### src/hdl/sshp_ram.sv
// sshp_ram: generic single-write, single-read ram with registered read data
// read-first on a same-address write; no package dependency
`timescale 1ns / 1ps

module sshp_ram #(
    parameter int WIDTH = 12,
    parameter int DEPTH = 144
) (
    input  logic                     clk,
    input  logic                     we,
    input  logic [$clog2(DEPTH)-1:0] waddr,
    input  logic [WIDTH-1:0]         wdata,
    input  logic                     re,
    input  logic [$clog2(DEPTH)-1:0] raddr,
    output logic [WIDTH-1:0]         rdata
);

    logic [WIDTH-1:0] mem [DEPTH];
    logic [WIDTH-1:0] rdata_reg;

    always_ff @(posedge clk)
    begin
        if (we)
        begin
            mem[waddr] <= wdata;
        end
        if (re)
        begin
            rdata_reg <= mem[raddr];
        end
    end

    assign rdata = rdata_reg;

endmodule

### config.mk
export PLATFORM = sky130hd
export DESIGN_NAME = sshp_ram
export DESIGN_NICKNAME = d
export VERILOG_FILES = /design/src/hdl/sshp_ram.sv
export SDC_FILE = /design/constraint.sdc
export NUM_CORES = 1
export LEC_CHECK = 0
export ABC_AREA = 1
export BUFFER_PORTS_ARGS = -buffer_cell sky130_fd_sc_hd__buf_2
export CORE_MARGIN = 1
export CORE_UTILIZATION = 30
export DETAILED_ROUTE_END_ITERATION = 10
export GPL_ROUTABILITY_DRIVEN = 0
export HOLD_SLACK_MARGIN = 0.02
export PLACE_DENSITY_LB_ADDON = 0.08
export SLEW_MARGIN = 20
export SYNTH_ARGS = -nofsm -noshare
export SYNTH_HDL_FRONTEND = slang
export SYNTH_SLANG_ARGS = --single-unit
### constraint.sdc
create_clock -name clk -period 2.4 [get_ports clk]
set_clock_uncertainty 0.15 [all_clocks]
set_input_delay 0.36 -clock clk [delete_from_list [all_inputs] [get_ports clk]]
set_output_delay 0.36 -clock clk [all_outputs]
set_load 0.005 [all_outputs]
==> results.toml, run 1 <==
[clock_network]
cts_root_buffer = "clkbuf_16"
postCtsSetupBuffers = 0
clock_latency_ns = 0.86
cts_made_buffers = 197
h-tree-depth = 4
cts_tree = "built"
cts_sinks = 1740
cts.reportedPaths.clkPinSlew_ns = 0.06
cts_buffer_depth = 3

[die]
dieArea_sq_um = 236000
rows = 177
fp.dieW_microns = 486
start_util = 0.302
core_sq_um = 233000
fp.dieH_microns = 486
ioPinCount = 43

[yosys]
syn_area_sq_um = 70300
syn_nets = 5803
yosysTopAreaCell = "edfxtp_1"
synth_cell_type_count = 17
ys_seq_elements = 1740
synth.top_cell.area_share = 0.744
synthTopCellsByArea = "edfxtp_1 74%, nand3_1 11%, nand2_1 9.0%"
postSynthAreaPerCell_sq_um = 12.2
yosysSeqAreaShare = 0.744
syn-instance-count = 5772
yosys_warnings = 0

[timing]
finalSetupTns_ns = 0
tightest_slew_ns = 1.14
fmax_mhz = 438
setup_viol = 0
fin_crit_ns = 2.28
grt_setup_unrepaired = "no"
finalHoldViolations = 0
slew_headroom = 0.240
final.period_utilization = 0.951
slew_violations = 0

[pwr]
p_int_mw = 51.1
swShare = 0.238
share_comb_of_total_power = 0.074
clockPowerShare = 0.425
pwr-share-seq = 0.501
ir_worst_vdd_uv = 629
power_density_nw_per_um2 = 782
p_sw_mw = 15.9
p_leak_nw = 30.0

[critical_path]
r2r_slack_ns = 0.17
cp-startpoint = "raddr[0]"
critPathKind = "in2reg"
crit_family = "simple AND/OR/NAND/NOR gates"
reg2reg_depth = 10
crit_slowest_cell = "nand3_1"
crit_required_ns = 2.87
worstSetupEndpointType = "flop"
max_stage_delay_ns = 0.28
crit_path_end = "rdata[1]$_DFFE_PP_"
path_cells = "buf_8 > inv_16 > buf_12 > buf_12 > nand2_1 > nand3_1 > nand3_1 > nand3_1 > nand3_1 > nand2_1 > nand2_1 > nand3_1 > nand3_1 > nand2_1"
reg2reg_from = "mem[62][1]$_DFFE_PP_"
r2r-end = "rdata[1]$_DFFE_PP_"
cp_num_buf_inv = 4
startpoint_type = "primary input"
path_depth = 14
worst_path_most_repeated_cell = "nand3_1"
path_max_fanout = 46
arrival_ns = 2.75

[global_routing]
grt_pass1_vias = 46000
grt_max_degree = 67
grt_pass1_wl_microns = 351000
grt_util_all_layers = 0.207
antenna_found_initial = 13
overflow = 0

[placed_design]
placed_cells = 9161
hpwl_microns = 159000
placed_cell_area_sq_um = 79500
port_buffers = 42

[drt]
vias = 46700
wl_per_cell_microns = 25.8
drtIter0Drc = 3892
wirelength_microns = 247000
vias_per_cell = 4.90
drc = 0
ant_nets = 0
firstDrtPassIters = 5

[finish]
final_cell_area_sq_um = 85700
final_cells = 9540
drive_gt1_frac = 0.139
fin_nets = 6274
syn2layout_area_growth_pct = 21.9
largest_reg_flops = 1728
layout_commonest_cell = "edfxtp_1"
layout_common_cells = "1740 x edfxtp_1, 1692 x nand2_1, 1494 x nand3_1"

[hold_path]
whs_path_depth = 5
holdCritPathClass = "in2reg"

[run]
cap_violations = 0

[outcome]
run_status = "finished clean"
==> power groups by stage <==
stage	clock [mW]	combinational, mW	sequential (mW)
after floorplan	0	2.07	34.2
after global placement	0	5.00	34.2
after detailed placement	0	4.99	34.2
after CTS	29.3	5.02	33.6
after global routing	30.3	5.32	33.6
final	28.5	4.94	33.6
==> kinds of logic after synthesis <==
logic type,count (synthesis),share of synthesized area
and+or+nand+nor,3453,0.211
buffers and inverters,424,0.0317
AOI/OAI and AO/OA,155,0.0136
DFF,1740,0.744
==> timing repair <==
action / 4_1_cts / 5_1_grt
hold endpoints to repair: 1243 / 0
hold buffers: 15 / 0
resized for setup: 0 / 0
==> cell type report <==
type | count | area [sq um]
fill | 22500 | 147000
inverter | 38 | 176
antenna | 7 | 17.5
timing repair buffer | 658 | 7530
clock inverter | 90 | 769
clock buffer | 267 | 5210
multi-input combinational | 3608 | 15800
tap | 3132 | 3920
sequential | 1740 | 52300
==> cells in the mapped netlist <==
| library cell | number |
|---|---|
| o22ai_1 | 11 |
| inv_4 | 1 |
| o21ai_0 | 93 |
| clkbuf_1 | 85 |
| buf_2 | 189 |
| nor2_1 | 267 |
| nand2_1 | 1692 |
| buf_1 | 31 |
| inv_2 | 3 |
| buf_6 | 24 |
| nand3_1 | 1494 |
| inv_1 | 34 |
| edfxtp_1 | 1740 |
| o221ai_1 | 37 |
| o21ai_1 | 3 |
| buf_4 | 57 |
| o211ai_1 | 11 |
==> worst min path at each step <==
| stage | startpoint | to | slack (ns) |
|---|---|---|---|
| after floorplan | wdata[0] | mem[0][0]$_DFFE_PP_ | 0.31 |
| after global placement | wdata[9] | mem[1][9]$_DFFE_PP_ | 0.53 |
| after detailed placement | wdata[9] | mem[3][9]$_DFFE_PP_ | 0.53 |
| after CTS | waddr[4] | mem[108][4]$_DFFE_PP_ | 0.08 |
| after global routing | waddr[4] | mem[108][4]$_DFFE_PP_ | 0.14 |
| final | waddr[4] | mem[108][4]$_DFFE_PP_ | 0.16 |
==> worst min-delay path, stage by stage <==
cell,delay (ns)
buf_2,0.11
nor2_1,0.06
nand2_1,0.06
buf_4,0.27
nor2_1,0.12
==> metrics by stage <==
stage	util	power, mW	hold WS, ns	worst slack (ns)
final	0.368	67.0	0.163	0.117
after global routing	0.368	69.2	0.143	0.0168
after CTS	0.368	67.9	0.0772	0.166
after detailed placement	0.342	39.2	0.533	-0.739
after global placement	0.342	39.2	0.532	-0.734
after floorplan	-	36.3	0.309	0.234
==> routing by layer <==
metal | routed length [microns] | track usage | vias to the layer above | share of wire
met2 | 115000 | 0.330 | 1006 | 0.47
met5 | 8 | 0 | - | 0.000032
li1 | - | - | 21600 | -
met4 | 5110 | 0.0493 | 2 | 0.021
met1 | 117000 | 0.297 | 23800 | 0.47
met3 | 10100 | 0.0296 | 270 | 0.041
No activity file was read; power rests on OpenSTA's default activity.
==> run 2, diff against run 1 <==
--- a/config.mk
+++ b/config.mk
@@ -12,7 +12,7 @@
 export DETAILED_ROUTE_END_ITERATION = 10
 export GPL_ROUTABILITY_DRIVEN = 0
 export HOLD_SLACK_MARGIN = 0.02
-export PLACE_DENSITY_LB_ADDON = 0.08
+export PLACE_DENSITY = 0.44
 export SLEW_MARGIN = 20
 export SYNTH_ARGS = -nofsm -noshare
 export SYNTH_HDL_FRONTEND = slang
==> run 2 against run 1 <==
Compared with the run above:
- die area is the same
- first-iteration DRC count grew 11%
- wire length shrank 6.6%
- critical path depth shrank 4
- non-clock buffer count grew 48
- clock power is essentially flat
- power shrank 0.23%
- critical endpoint is now rdata[4]$_DFFE_PP_
- largest power group unchanged
==> results.toml, run 2 (synthesized netlist as in run 1, its figures left out) <==
[die]
fp.dieH_microns = 486
start_util = 0.302
ioPinCount = 43
core_sq_um = 233000
rows = 177
dieArea_sq_um = 236000
fp.dieW_microns = 486

[hold_path]
holdCritPathClass = "in2reg"

[global_routing]
grt_pass1_wl_microns = 334000
use_met1 = 0.272
grt_util_all_layers = 0.194
antenna_found_initial = 5
use_met3 = 0.0335
grt-busiest-layer = "met2"
grt_pass1_vias = 46200
grt_max_degree = 80
overflow = 0
grtUsageMet2 = 0.307

[drt]
drtIter0Drc = 4313
wirelength_microns = 230000
ant_nets = 0
vias_per_cell = 4.89
wl_per_cell_microns = 24.0
vias = 46800
drc = 0
firstDrtPassIters = 5

[finish]
fin_nets = 6321
final_cells = 9578
drive_gt1_frac = 0.148
layout_commonest_cell = "edfxtp_1"
layout_common_cells = "1740 x edfxtp_1, 1692 x nand2_1, 1493 x nand3_1"
syn2layout_area_growth_pct = 22.3
final_util = 0.369
largest_reg_flops = 1728
final_cell_area_sq_um = 85900
fill_cells = 22600

[clock_network]
cts_root_buffer = "clkbuf_16"
cts.reportedPaths.clkPinSlew_ns = 0.06
clock_latency_ns = 0.86
cts_buffer_depth = 3
cts_tree = "built"
h-tree-depth = 4
cts_sinks = 1740
postCtsSetupBuffers = 0
cts_made_buffers = 196

[timing]
finalSetupTns_ns = 0
fin_crit_ns = 2.27
slew_headroom = 0.518
grt_setup_unrepaired = "no"
setup_viol = 0
whs_ns = 0.118
final.period_utilization = 0.947
tightest_slew_ns = 0.723
slew_violations = 0
fmax_mhz = 440
finalHoldViolations = 0

[placed_design]
port_buffers = 42
hpwl_microns = 151000
placed_cells = 9209
placed_cell_area_sq_um = 79700

[pwr]
power_density_nw_per_um2 = 778
ir_worst_vdd_uv = 687
p_leak_nw = 30.2

[critical_path]
cp_num_buf_inv = 0
crit_family = "simple AND/OR/NAND/NOR gates"
path_cells = "nand2_1 > nand3_1 > nand3_1 > nand3_1 > nand3_1 > nand2_1 > nand2_1 > nand3_1 > nand3_1 > nand2_1"
critPathKind = "reg2reg"
crit_required_ns = 2.85
path_max_fanout = 1
arrival_ns = 2.72
crit_slowest_cell = "edfxtp_1"
startpoint_type = "flop"
max_stage_delay_ns = 0.35
worst_path_most_repeated_cell = "nand3_1"
worstSetupEndpointType = "flop"

[run]
cap_violations = 0

[outcome]
run_status = "finished clean"
-- run 2: worst min-delay path: cells and delay by family --
family                 cells  cell delay [ns]
AND/OR/NAND/NOR            4             0.36
buffers and inverters      1             0.22
-- run 2: worst paths after layout --
check / start / to / slack [ns] / cells after the start
setup / recovery: mem[15][4]$_DFFE_PP_ / rdata[4]$_DFFE_PP_ / 0.13 / 10
hold / removal: raddr[5] / rdata[7]$_DFFE_PP_ / 0.12 / 5
setup reg to reg: mem[15][4]$_DFFE_PP_ / rdata[4]$_DFFE_PP_ / 0.13 / 10
hold reg to reg: mem[140][0]$_DFFE_PP_ / rdata[0]$_DFFE_PP_ / 0.73 / 6
-- run 2: timing repair --
item	CTS	global route
gates resized for setup	0	1
setup endpoints to repair	0	1
hold endpoints to repair	1173	0
hold buffers	15	0
-- run 2: power by group --
part	total (mW)	switching (mW)	internal, mW
Sequential	33.5	0.0272	33.5
Combinational	4.89	3.35	1.54
Clock	28.4	12.6	15.8
-- run 2: layer usage --
layer	vias to the layer above	part of all wire
met1	23500	0.46
met3	272	0.057
met4	0	0.024
li1	21700	-
met5	-	0
met2	1269	0.46
-- run 2: cell type report --
type                       instances  area [sq um]  area share
multi-input combinational       3608         15800       0.184
timing repair buffer             706          7740      0.0901
inverter                          38           176     0.00205
sequential                      1740         52300       0.608
tap                             3132          3920      0.0456
clock inverter                   111           948      0.0110
clock buffer                     239          5070      0.0590
antenna                            4          10.0    0.000117
-- run 2: metrics by stage --
step                power (mW)  setup WS, ns
global route              68.9        0.0347
CTS                       67.5         0.161
detailed placement        39.1        -0.650
floorplan                 36.3         0.234
finish                    66.8         0.127
global placement          39.1        -0.633
