## src/hdl/sshp_pkg.sv

```systemverilog
// sshp_pkg: shared constants and types for the sparse stencil high-pass filter
// no dependencies
`timescale 1ns / 1ps

package sshp_pkg;

    localparam int LINE_ROWS  = 8;
    localparam int SLOT_BITS  = 3;
    localparam int EDGE       = 4;
    localparam int TAPS       = 9;
    localparam int OUT_BITS   = 16;
    localparam int COORD_BITS = 8;

    localparam logic [OUT_BITS-1:0] BIAS_RESET = 16'd512;

    typedef struct packed {
        logic                  inner;
        logic                  last;
        logic [COORD_BITS-1:0] row;
        logic [COORD_BITS-1:0] col;
    } meta_t;

endpackage

```

## src/hdl/sshp_tap_cell.sv

```systemverilog
// sshp_tap_cell: one window column holding the old, middle and current row taps
// uses sshp_pkg; chained nine deep in the top level
`timescale 1ns / 1ps

module sshp_tap_cell
    import sshp_pkg::*;
#(
    parameter int PIXEL_BITS = 12
) (
    input  logic                      clk,
    input  logic                      rst_n,
    input  logic                      shift_en,
    input  logic [3*PIXEL_BITS-1:0]   tap_in,
    output logic [3*PIXEL_BITS-1:0]   tap_out
);

    logic [3*PIXEL_BITS-1:0] tap_reg;

    always_ff @(posedge clk or negedge rst_n)
    begin
        if (!rst_n)
        begin
            tap_reg <= '0;
        end
        else if (shift_en)
        begin
            tap_reg <= tap_in;
        end
    end

    assign tap_out = tap_reg;

endmodule

```

## config.mk

```make
export PLATFORM = sky130hd
export DESIGN_NAME = sshp_tap_cell
export DESIGN_NICKNAME = d
export VERILOG_FILES = /design/src/hdl/sshp_pkg.sv /design/src/hdl/sshp_tap_cell.sv
export SDC_FILE = /design/constraint.sdc
export NUM_CORES = 1
export LEC_CHECK = 0
export BUFFER_PORTS_ARGS = -buffer_cell sky130_fd_sc_hd__buf_2
export CAP_MARGIN = 40
export CORE_MARGIN = 10
export CORE_UTILIZATION = 40
export DETAILED_ROUTE_END_ITERATION = 10
export GPL_TIMING_DRIVEN = 0
export HOLD_SLACK_MARGIN = 0.15
export PLACE_DENSITY = 0.72
export SLEW_MARGIN = 20
export SYNTH_ARGS = -nofsm -noshare
export SYNTH_HDL_FRONTEND = slang
export SYNTH_SLANG_ARGS = --single-unit
```

## constraint.sdc

```tcl
create_clock -name clk -period 1.1 [get_ports clk]
set_clock_uncertainty 0.15 [all_clocks]
set_input_delay 0.11 -clock clk [delete_from_list [all_inputs] [get_ports clk]]
set_output_delay 0.11 -clock clk [all_outputs]
set_load 0.1 [all_outputs]
```

==> out/metrics.csv, run 1 <==
stage,metric,value,unit
placement,port-buffer-count,73,
route,wl,5120,um
synth,syn-mean-instance-area,19.6,um2
floorplanning,coreArea,3630,um2
global_route,grt_remaining_overflow,0,
synth,ys_warn_count,0,
timing,fin_ws,-0.119,ns
synth,ys_top_cells_by_count,"36 x dfrtp_1, 30 x mux2_4, 6 x mux2_2",
critical_path,worstPathMaxFanout,2,
placement,routabilityCongestion,0.695,
route,vias_per_cell,4.46,
clock_tree,clock_sinks,36,
final_layout,fillers,165,
final_layout,drive_above_1_share,81.3,%
final_layout,fin_nets,242,
route,firstDrtPassIters,3,
critical_path,crit_arrival,0.96,ns
synth,post-synth-top-count-cell,dfrtp_1,
synth,syn-cell-area,1490,um2
floorplanning,ioPinCount,75,
timing,max_freq,0.821,GHz
synth,synth_top_area_share,60.5,%
clock_tree,clock-root-buffer,clkbuf_8,
synth,ys_ff_latch,36,
critical_path,path_buf_inv,1,
hold_path,hp-start,shift_en,
critical_path,cp_top_family,flip-flops,
power,ir_drop,1.14,mV
critical_path,r2r-start,tap_out[28],
placement,pre_cts_ws,0.0225,ns
clock_tree,clk_pin_slew,0.07,ns
synth,synth_area_leaders,"dfrtp_1 60%, mux2_4 30%, mux2_2 4.5%",
timing,setup_tns,-4.38,ns
timing,min_period,1.22,ns
route,routedWlPerCell,20.3,um
route,drc,0,
synth,synth_adder_area_share,0,%
clock_tree,clk_path_buf_depth,2,
critical_path,path_cells,buf_12,
critical_path,startpoint_type,flip-flop,
critical_path,cpMaxStageDelayCell,dfrtp_4,
clock_tree,cts_tree,done,
final_layout,largest_reg_flops,36,
timing,finalCritPeriodShare,111,%
outcome,violations,negative setup slack,
clock_tree,cts.htree.levels,2,
critical_path,critPathLaunch,tap_out[30],
synth,muxShareOfSynthArea,34.8,%
timing,holdWs,0.0259,ns
global_route,grt_max_degree,37,
hold_path,hp-class,in -> reg,
synth,async_reset_ff_share,100,%
floorplanning,die_w,81.0,um
global_route,grt_pass1_vias,1350,
route,num_vias,1124,
synth,yosys.area.top_type,dfrtp_1,
placement,dp.cells,197,
timing,finalSetupViolations,44,
timing,slew_viol_final,0,
critical_path,max_stage_delay,0.50,ns
timing,rsz0062_at_grt,true,
synth,seq_area_frac_synth,60.5,%
synth,synth-compound-area-share,0,%
outcome,run_status,finished with violations,
timing,hold_violations,0,
critical_path,required,0.84,ns
final_layout,fin_cells,252,
timing,max-slew-margin-rel,87.6,%
timing,tightest_slew,0.185,ns
flow_run,maxCapViolCount,0,
clock_tree,cts_buffers,5,
route,detail-route-antenna-nets,0,
synth,synthSimpleGateAreaFrac,0,%
power,p_leak,1.44,nW
floorplanning,fp.dieArea,6570,um2
floorplanning,fp-row-count,22,
power,cellPowerDensity,1530,nW/um2
final_layout,area_growth,113,%
floorplanning,start_util,41.0,%
critical_path,endpoint_kind,output pin,
synth,syn_nets,115,
global_route,grt_antenna_before_repair,1,
global_route,grt_pass1_wl,7810,um
clock_tree,insertion_delay,0.28,ns
route,drtIter0Drc,29,
synth,synth_xor_area_share,0,%
synth,synthCells,76,
critical_path,worstSetupPathType,reg -> out,
synth,synth_ff_type,dfrtp_1,
synth,ys_types,5,
synth,synth_edf_count,0,
synth,synth_top_family_by_area,multiplexers,
global_route,track_usage,15.9,%
floorplanning,die_y,81.0,um
[logic make-up (layout without fill, tap and decap cells)]
group / after synthesis / count (layout)
multiplexers: 36 / 36
flip-flops: 36 / 36
other: 0 / 1
buffers and inverters: 4 / 131
[power breakdown]
part	switching [mW]	total, mW	internal (mW)
Clock	0.434	0.992	0.557
Combinational	1.24	2.16	0.912
Sequential	0.165	1.71	1.54
Total	1.84	4.86	3.01
[placed cells by master (no fill, tap or decap), drive strengths merged]
cell,synthesis,routed
mux2,36,36
dfrtp,36,36
clkbuf,0,7
dlygate4sd3,0,38
diode,0,1
buf,4,86
[layout make-up]
cell class              count  area [um2]  area share (%)
diodes                      1        2.50          0.0787
well taps                  48        60.1            1.89
repair buffers            120        1400            43.9
flip-flops and latches     36        1040            32.6
plain buffers               4        71.3            2.24
clock buffers               7        96.3            3.03
multi-input cells          36         518            16.3
[through the flow]
stage | cell area [um2] | util (%) | power [mW]
after floorplan | 1630 | - | 2.90
after global placement | 2050 | 56.4 | 3.15
after CTS | 3070 | 84.5 | 4.78
final | 3180 | 87.5 | 4.86
after global routing | 3180 | 87.5 | 5.02
after detailed placement | 2050 | 56.4 | 3.17
[worst paths after layout]
check | endpoint | slack (ns) | depth (start not counted)
hold reg to reg | tap_out[7] | 0.45 | 1
min in group asynchronous | tap_out[2] | 0.22 | 3
setup / recovery | tap_out[30] | -0.12 | 1
max in group asynchronous | tap_out[35] | 0.03 | 3
setup reg to reg | tap_out[28] | -0.06 | 2
hold / removal | tap_out[35] | 0.03 | 2
[per-layer routing]
metal	vias to the layer above	share of wire, %	track usage (%)	routed length, um
met2	48	56	28.4	2860
met1	554	35	16.9	1790
met3	8	7.9	6.73	407
met4	0	1.3	3.98	65
li1	514	-	-	-
met5	-	0	0	0
[repair_timing]
item                                    CTS  global route
pin swaps                                 0             0
resized for setup                       146             6
endpoints found under the setup margin   36            38
buffers inserted                          2             6
hold endpoints to repair                 72            42
hold buffers                             36             2
cloned                                    0             0
(Power assumes the default switching activity.)
==> inputs of run 2 (changes only) <==
--- a/config.mk
+++ b/config.mk
@@ -5,6 +5,7 @@
 export SDC_FILE = /design/constraint.sdc
 export NUM_CORES = 1
 export LEC_CHECK = 0
+export ABC_CLOCK_PERIOD_IN_PS = 1100
 export BUFFER_PORTS_ARGS = -buffer_cell sky130_fd_sc_hd__buf_2
 export CAP_MARGIN = 40
 export CORE_MARGIN = 10
@@ -13,7 +14,8 @@
 export GPL_TIMING_DRIVEN = 0
 export HOLD_SLACK_MARGIN = 0.15
 export PLACE_DENSITY = 0.72
-export SLEW_MARGIN = 20
+export SETUP_SLACK_MARGIN = 0.05
+export SLEW_MARGIN = 10
 export SYNTH_ARGS = -nofsm -noshare
 export SYNTH_HDL_FRONTEND = slang
 export SYNTH_SLANG_ARGS = --single-unit
==> run 2 against run 1 <==
Effect of this change:
- the run ends with negative hold slack, negative setup slack left
- register-to-register slack about the same
- critical path depth unchanged
- largest cell class unchanged
- count of clock-buffer cells in the layout unchanged
- die area unchanged
- power decreased by 0.49%
- sequential cell count unchanged
- largest power group unchanged
- wire length down 3.3%
- sequential power is essentially flat
==> out/metrics.csv, run 2 (synthesis gave the netlist of run 1 again) <==
stage,metric,value,unit
outcome,run_status,finished with violations,
outcome,violations,"negative hold slack, negative setup slack",
route,routedWlPerCell,19.9,um
critical_path,path_cells,buf_12,
placement,dpl-instance-area,2050,um2
final_layout,final_common_cell,buf_12,
clock_tree,clock-root-buffer,clkbuf_8,
floorplanning,coreArea,3630,um2
route,firstDrtPassIters,4,
route,detail-route-antenna-nets,0,
global_route,grt_antenna_before_repair,1,
timing,tightest_slew,0.773,ns
route,drtIter0Drc,28,
global_route,busiest_layer,met2,
critical_path,cpMaxStageDelayCell,dfrtp_4,
critical_path,startpoint_type,flip-flop,
clock_tree,insertion_delay,0.28,ns
timing,holdWs,-0.242,ns
clock_tree,clock_sinks,36,
critical_path,endpoint_kind,output pin,
clock_tree,cts.htree.levels,2,
final_layout,most-common-layout-cells,"39 x buf_12, 37 x buf_2, 36 x dlygate4sd3_1, 36 x dfrtp_4, 30 x mux2_4",
clock_tree,clk_pin_slew,0.07,ns
floorplanning,die_w,81.0,um
global_route,grt_pass1_vias,1350,
clock_tree,holdBufCountCts,36,
power,ir_drop,0.970,mV
timing,finalSetupViolations,44,
final_layout,area_growth,111,%
timing,rsz0062_at_grt,true,
placement,port-buffer-count,73,
power,p_leak,1.42,nW
critical_path,worstSetupPathType,reg -> out,
placement,routabilityCongestion,0.695,
global_route,grt_remaining_overflow,0,
critical_path,worstPathMaxFanout,2,
floorplanning,die_y,81.0,um
floorplanning,fp-row-count,22,
power,cellPowerDensity,1540,nW/um2
global_route,grt_use_met1,16.9,%
final_layout,fin_nets,239,
route,num_vias,1104,
timing,min_period,1.22,ns
critical_path,max_stage_delay,0.50,ns
global_route,gr-usage-met3,6.73,%
global_route,grt_max_degree,37,
final_layout,fillers,171,
timing,max_freq,0.822,GHz
global_route,grtUsageMet2,28.4,%
critical_path,crit_arrival,0.96,ns
global_route,track_usage,15.9,%
floorplanning,fp.dieArea,6570,um2
power,finalPower,4.83,mW
timing,finalCritPeriodShare,111,%
final_layout,post-route-cell-area,3140,um2
timing,hold_violations,36,
clock_tree,cts_buffers,5,
floorplanning,start_util,41.0,%
timing,slew_viol_final,0,
flow_run,maxCapViolCount,0,
final_layout,largest_reg_flops,36,
final_layout,drive_above_1_share,82.0,%
critical_path,cp_top_family,flip-flops,
critical_path,required,0.84,ns
clock_tree,clk_path_buf_depth,2,
hold_path,hp-class,in -> async,
route,wl,4950,um
timing,max-slew-margin-rel,48.5,%
critical_path,path_buf_inv,1,
floorplanning,ioPinCount,75,
timing,fin_ws,-0.117,ns
route,drc,0,
route,vias_per_cell,4.43,
clock_tree,cts_tree,done,
global_route,grt_pass1_wl,7810,um
run 2: final cells by class:
cell class / instances / area [um2] / share of cell area [%]
Multi-Input combinational cell: 36 / 518 / 16.5
Clock buffer: 7 / 96.3 / 3.07
Antenna cell: 1 / 2.50 / 0.0797
Timing Repair Buffer: 117 / 1360 / 43.2
Sequential cell: 36 / 1040 / 33.0
Tap cell: 48 / 60.1 / 1.91
Buffer: 4 / 71.3 / 2.27
run 2: what timing repair did:
item	CTS	global route
gates cloned	0	0
endpoints found under the hold margin	72	42
buffers inserted	2	6
setup endpoints to repair	36	41
gates resized for setup	146	6
run 2: metrics by stage:
step / TNS (ns) / util, % / setup WS (ns) / cells
2_1_floorplan: -2.73 / - / -0.0768 / 76
3_3_place_gp: 0 / 56.4 / 0.0282 / 197
3_5_place_dp: 0 / 56.4 / 0.0225 / 197
4_1_cts: -4.12 / 84.5 / -0.120 / 242
5_1_grt: -5.30 / 86.4 / -0.147 / 249
6_report: -4.25 / 86.4 / -0.117 / 249
run 2: path summary, 6_finish.rpt:
| path | from | end | slack (ns) | cells after the start |
|---|---|---|---|---|
| setup reg to reg | tap_out[28] | tap_out[28] | -0.06 | 2 |
| min in group clk | shift_en | tap_out[35] | 0.02 | 2 |
| hold reg to reg | tap_out[2] | tap_out[2] | 0.44 | 1 |
| max in group asynchronous | rst_n | tap_out[17] | 0.47 | 1 |
| hold / removal | rst_n | tap_out[0] | -0.24 | 1 |
| setup / recovery | tap_out[11] | tap_out[11] | -0.12 | 1 |
run 2: report_power, final:
group	internal, mW	switching [mW]
sequential	1.54	0.164
clock	0.557	0.430
combinational	0.900	1.24
total	3.00	1.83
run 2: metal layers:
layer	wire length [um]	share of wire, %
met4	16	0.32
met3	397	8.0
met5	0	0
met2	2790	56
met1	1750	35
==> inputs of run 3 (changes only) <==
--- a/config.mk
+++ b/config.mk
@@ -6,7 +6,7 @@
 export NUM_CORES = 1
 export LEC_CHECK = 0
 export ABC_CLOCK_PERIOD_IN_PS = 1100
-export BUFFER_PORTS_ARGS = -buffer_cell sky130_fd_sc_hd__buf_2
+export BUFFER_PORTS_ARGS = -buffer_cell sky130_fd_sc_hd__buf_4
 export CAP_MARGIN = 40
 export CORE_MARGIN = 10
 export CORE_UTILIZATION = 40
@@ -14,7 +14,6 @@
 export GPL_TIMING_DRIVEN = 0
 export HOLD_SLACK_MARGIN = 0.15
 export PLACE_DENSITY = 0.72
-export SETUP_SLACK_MARGIN = 0.05
 export SLEW_MARGIN = 10
 export SYNTH_ARGS = -nofsm -noshare
 export SYNTH_HDL_FRONTEND = slang
==> run 3 against run 2 <==
Effect of this change:
- the flow finishes with violations (negative setup slack)
- power increased by 3.9%
- largest cell class unchanged
- worst setup slack lost 0.020 ns
- critical path type unchanged
- critical endpoint is now tap_out[12]
- sequential power about the same
- via count rose by 3.2%
- critical path depth unchanged
- clock power up 15%
==> out/metrics.csv, run 3 (synthesis gave the netlist of run 1 again) <==
stage,metric,value,unit
critical_path,path_cells,buf_12,
flow_run,maxCapViolCount,0,
global_route,track_usage,15.6,%
critical_path,r2r-start,tap_out[12],
final_layout,fin_nets,237,
floorplanning,start_util,41.0,%
critical_path,max_stage_delay,0.51,ns
clock_tree,cts.htree.levels,2,
critical_path,endpoint_kind,output pin,
timing,holdWs,0.0263,ns
timing,finalSetupViolations,41,
hold_path,holdPathStages,2,
placement,routabilityCongestion,0.660,
placement,dp.cells,197,
clock_tree,clock-root-buffer,clkbuf_8,
critical_path,worstPathMaxFanout,2,
hold_path,hp-start,shift_en,
global_route,grt_max_degree,37,
critical_path,crit_arrival,0.98,ns
floorplanning,fp-row-count,22,
route,routedWlPerCell,21.2,um
floorplanning,die_y,81.0,um
timing,max_freq,0.808,GHz
route,vias_per_cell,4.61,
placement,port-buffer-count,73,
route,drtIter0Drc,46,
placement,hpwl,2720,um
global_route,grt_antenna_before_repair,0,
clock_tree,cts_buffers,5,
route,drc,0,
critical_path,path_buf_inv,1,
critical_path,cpMaxStageDelayCell,dfrtp_4,
clock_tree,clk_pin_slew,0.08,ns
timing,tightest_slew,0.450,ns
final_layout,final_common_cell,buf_12,
route,firstDrtPassIters,4,
timing,max-slew-margin-rel,70.0,%
timing,fin_ws,-0.137,ns
critical_path,worstSetupPathType,reg -> out,
timing,min_period,1.24,ns
power,p_leak,1.45,nW
timing,finalCritPeriodShare,112,%
global_route,grt_remaining_overflow,0,
final_layout,fin_util,88.6,%
route,num_vias,1139,
timing,slew_viol_final,0,
clock_tree,holdBufCountCts,37,
final_layout,largest_reg_flops,36,
placement,pre_cts_ws,0.0902,ns
critical_path,required,0.84,ns
timing,rsz0062_at_grt,true,
global_route,grt_pass1_vias,1366,
hold_path,min_to,tap_out[0],
critical_path,startpoint_type,flip-flop,
outcome,run_status,finished with violations,
clock_tree,clk_path_buf_depth,2,
power,ir_drop,1.28,mV
floorplanning,coreArea,3630,um2
route,wl,5240,um
floorplanning,die_w,81.0,um
clock_tree,cts_tree,done,
clock_tree,clock_sinks,36,
global_route,grt_pass1_wl,7800,um
route,detail-route-antenna-nets,0,
final_layout,diodes,0,
hold_path,hp-class,in -> reg,
timing,hold_violations,0,
final_layout,fin_cells,247,
final_layout,most-common-layout-cells,"39 x buf_12, 37 x dlygate4sd3_1, 37 x buf_4",
critical_path,cp_top_family,flip-flops,
floorplanning,ioPinCount,75,
critical_path,cp_num_cells,1,
critical_path,regToRegEndpoint,tap_out[12],
final_layout,drive_above_1_share,80.9,%
final_layout,area_growth,116,%
power,cellPowerDensity,1560,nW/um2
outcome,violations,negative setup slack,
clock_tree,insertion_delay,0.28,ns
floorplanning,fp.dieArea,6570,um2
critical_path,r2r_setup_slack,-0.06,ns
critical_path,r2r_cells,2,
-- run 3: cell types whose count changed in the layout (fill, tap and decap cells not counted) --
cell           before  now
bufinv_16           0    1
buf_4               0   37
clkbuf_8            7    5
buf_2              37    0
dlygate4sd3_1      36   37
diode_2             1    0
buf_6               9    6
clkbuf_1            0    1
clkinv_2            0    1
-- run 3: worst max-delay path by stage --
| stage | to | startpoint | slack [ns] |
|---|---|---|---|
| floorplan | tap_out[10] | tap_out[10] | -0.08 |
| finish | tap_out[12] | tap_out[12] | -0.14 |
| global route | tap_out[12] | tap_out[12] | -0.16 |
| detailed placement | tap_out[19] | tap_out[19] | 0.09 |
| global placement | tap_out[34] | shift_en | 0.11 |
| CTS | tap_out[0] | tap_out[0] | -0.13 |
-- run 3: per-stage QoR --
step / instance area [um2] / setup TNS, ns / total power [mW]
detailed placement: 2230 / 0 / 3.30
CTS: 3170 / -4.53 / 4.97
floorplan: 1630 / -2.73 / 2.90
global placement: 2230 / 0 / 3.28
finish: 3220 / -4.38 / 5.02
global route: 3220 / -5.37 / 5.18
-- run 3: timing repair --
| item | CTS | global route |
|---|---|---|
| buffers inserted | 1 | 4 |
| setup endpoints to repair | 36 | 37 |
| endpoints found under the hold margin | 72 | 6 |
| gates resized for setup | 109 | 4 |
-- run 3: area by class of cell --
cell class	instances	area, um2
well taps	48	60.1
flip-flops and latches	36	1040
repair buffers	115	1430
clock inverters	2	35.0
clock buffers	6	72.6
fillers	145	415
plain buffers	4	71.3
multi-input cells	36	518
-- run 3: power by group --
| part | switching, mW | total [mW] | internal (mW) |
|---|---|---|---|
| Sequential | 0.168 | 1.71 | 1.54 |
| Clock | 0.472 | 1.14 | 0.673 |
| Combinational | 1.24 | 2.16 | 0.919 |
| Total | 1.88 | 5.02 | 3.14 |
-- run 3: per-layer routing --
metal	routed length (um)	vias to the layer above	track usage (%)
li1	-	503	-
met1	1990	581	17.4
met2	2810	51	26.3
met3	393	4	6.95
met4	51	0	4.67
met5	0	-	0
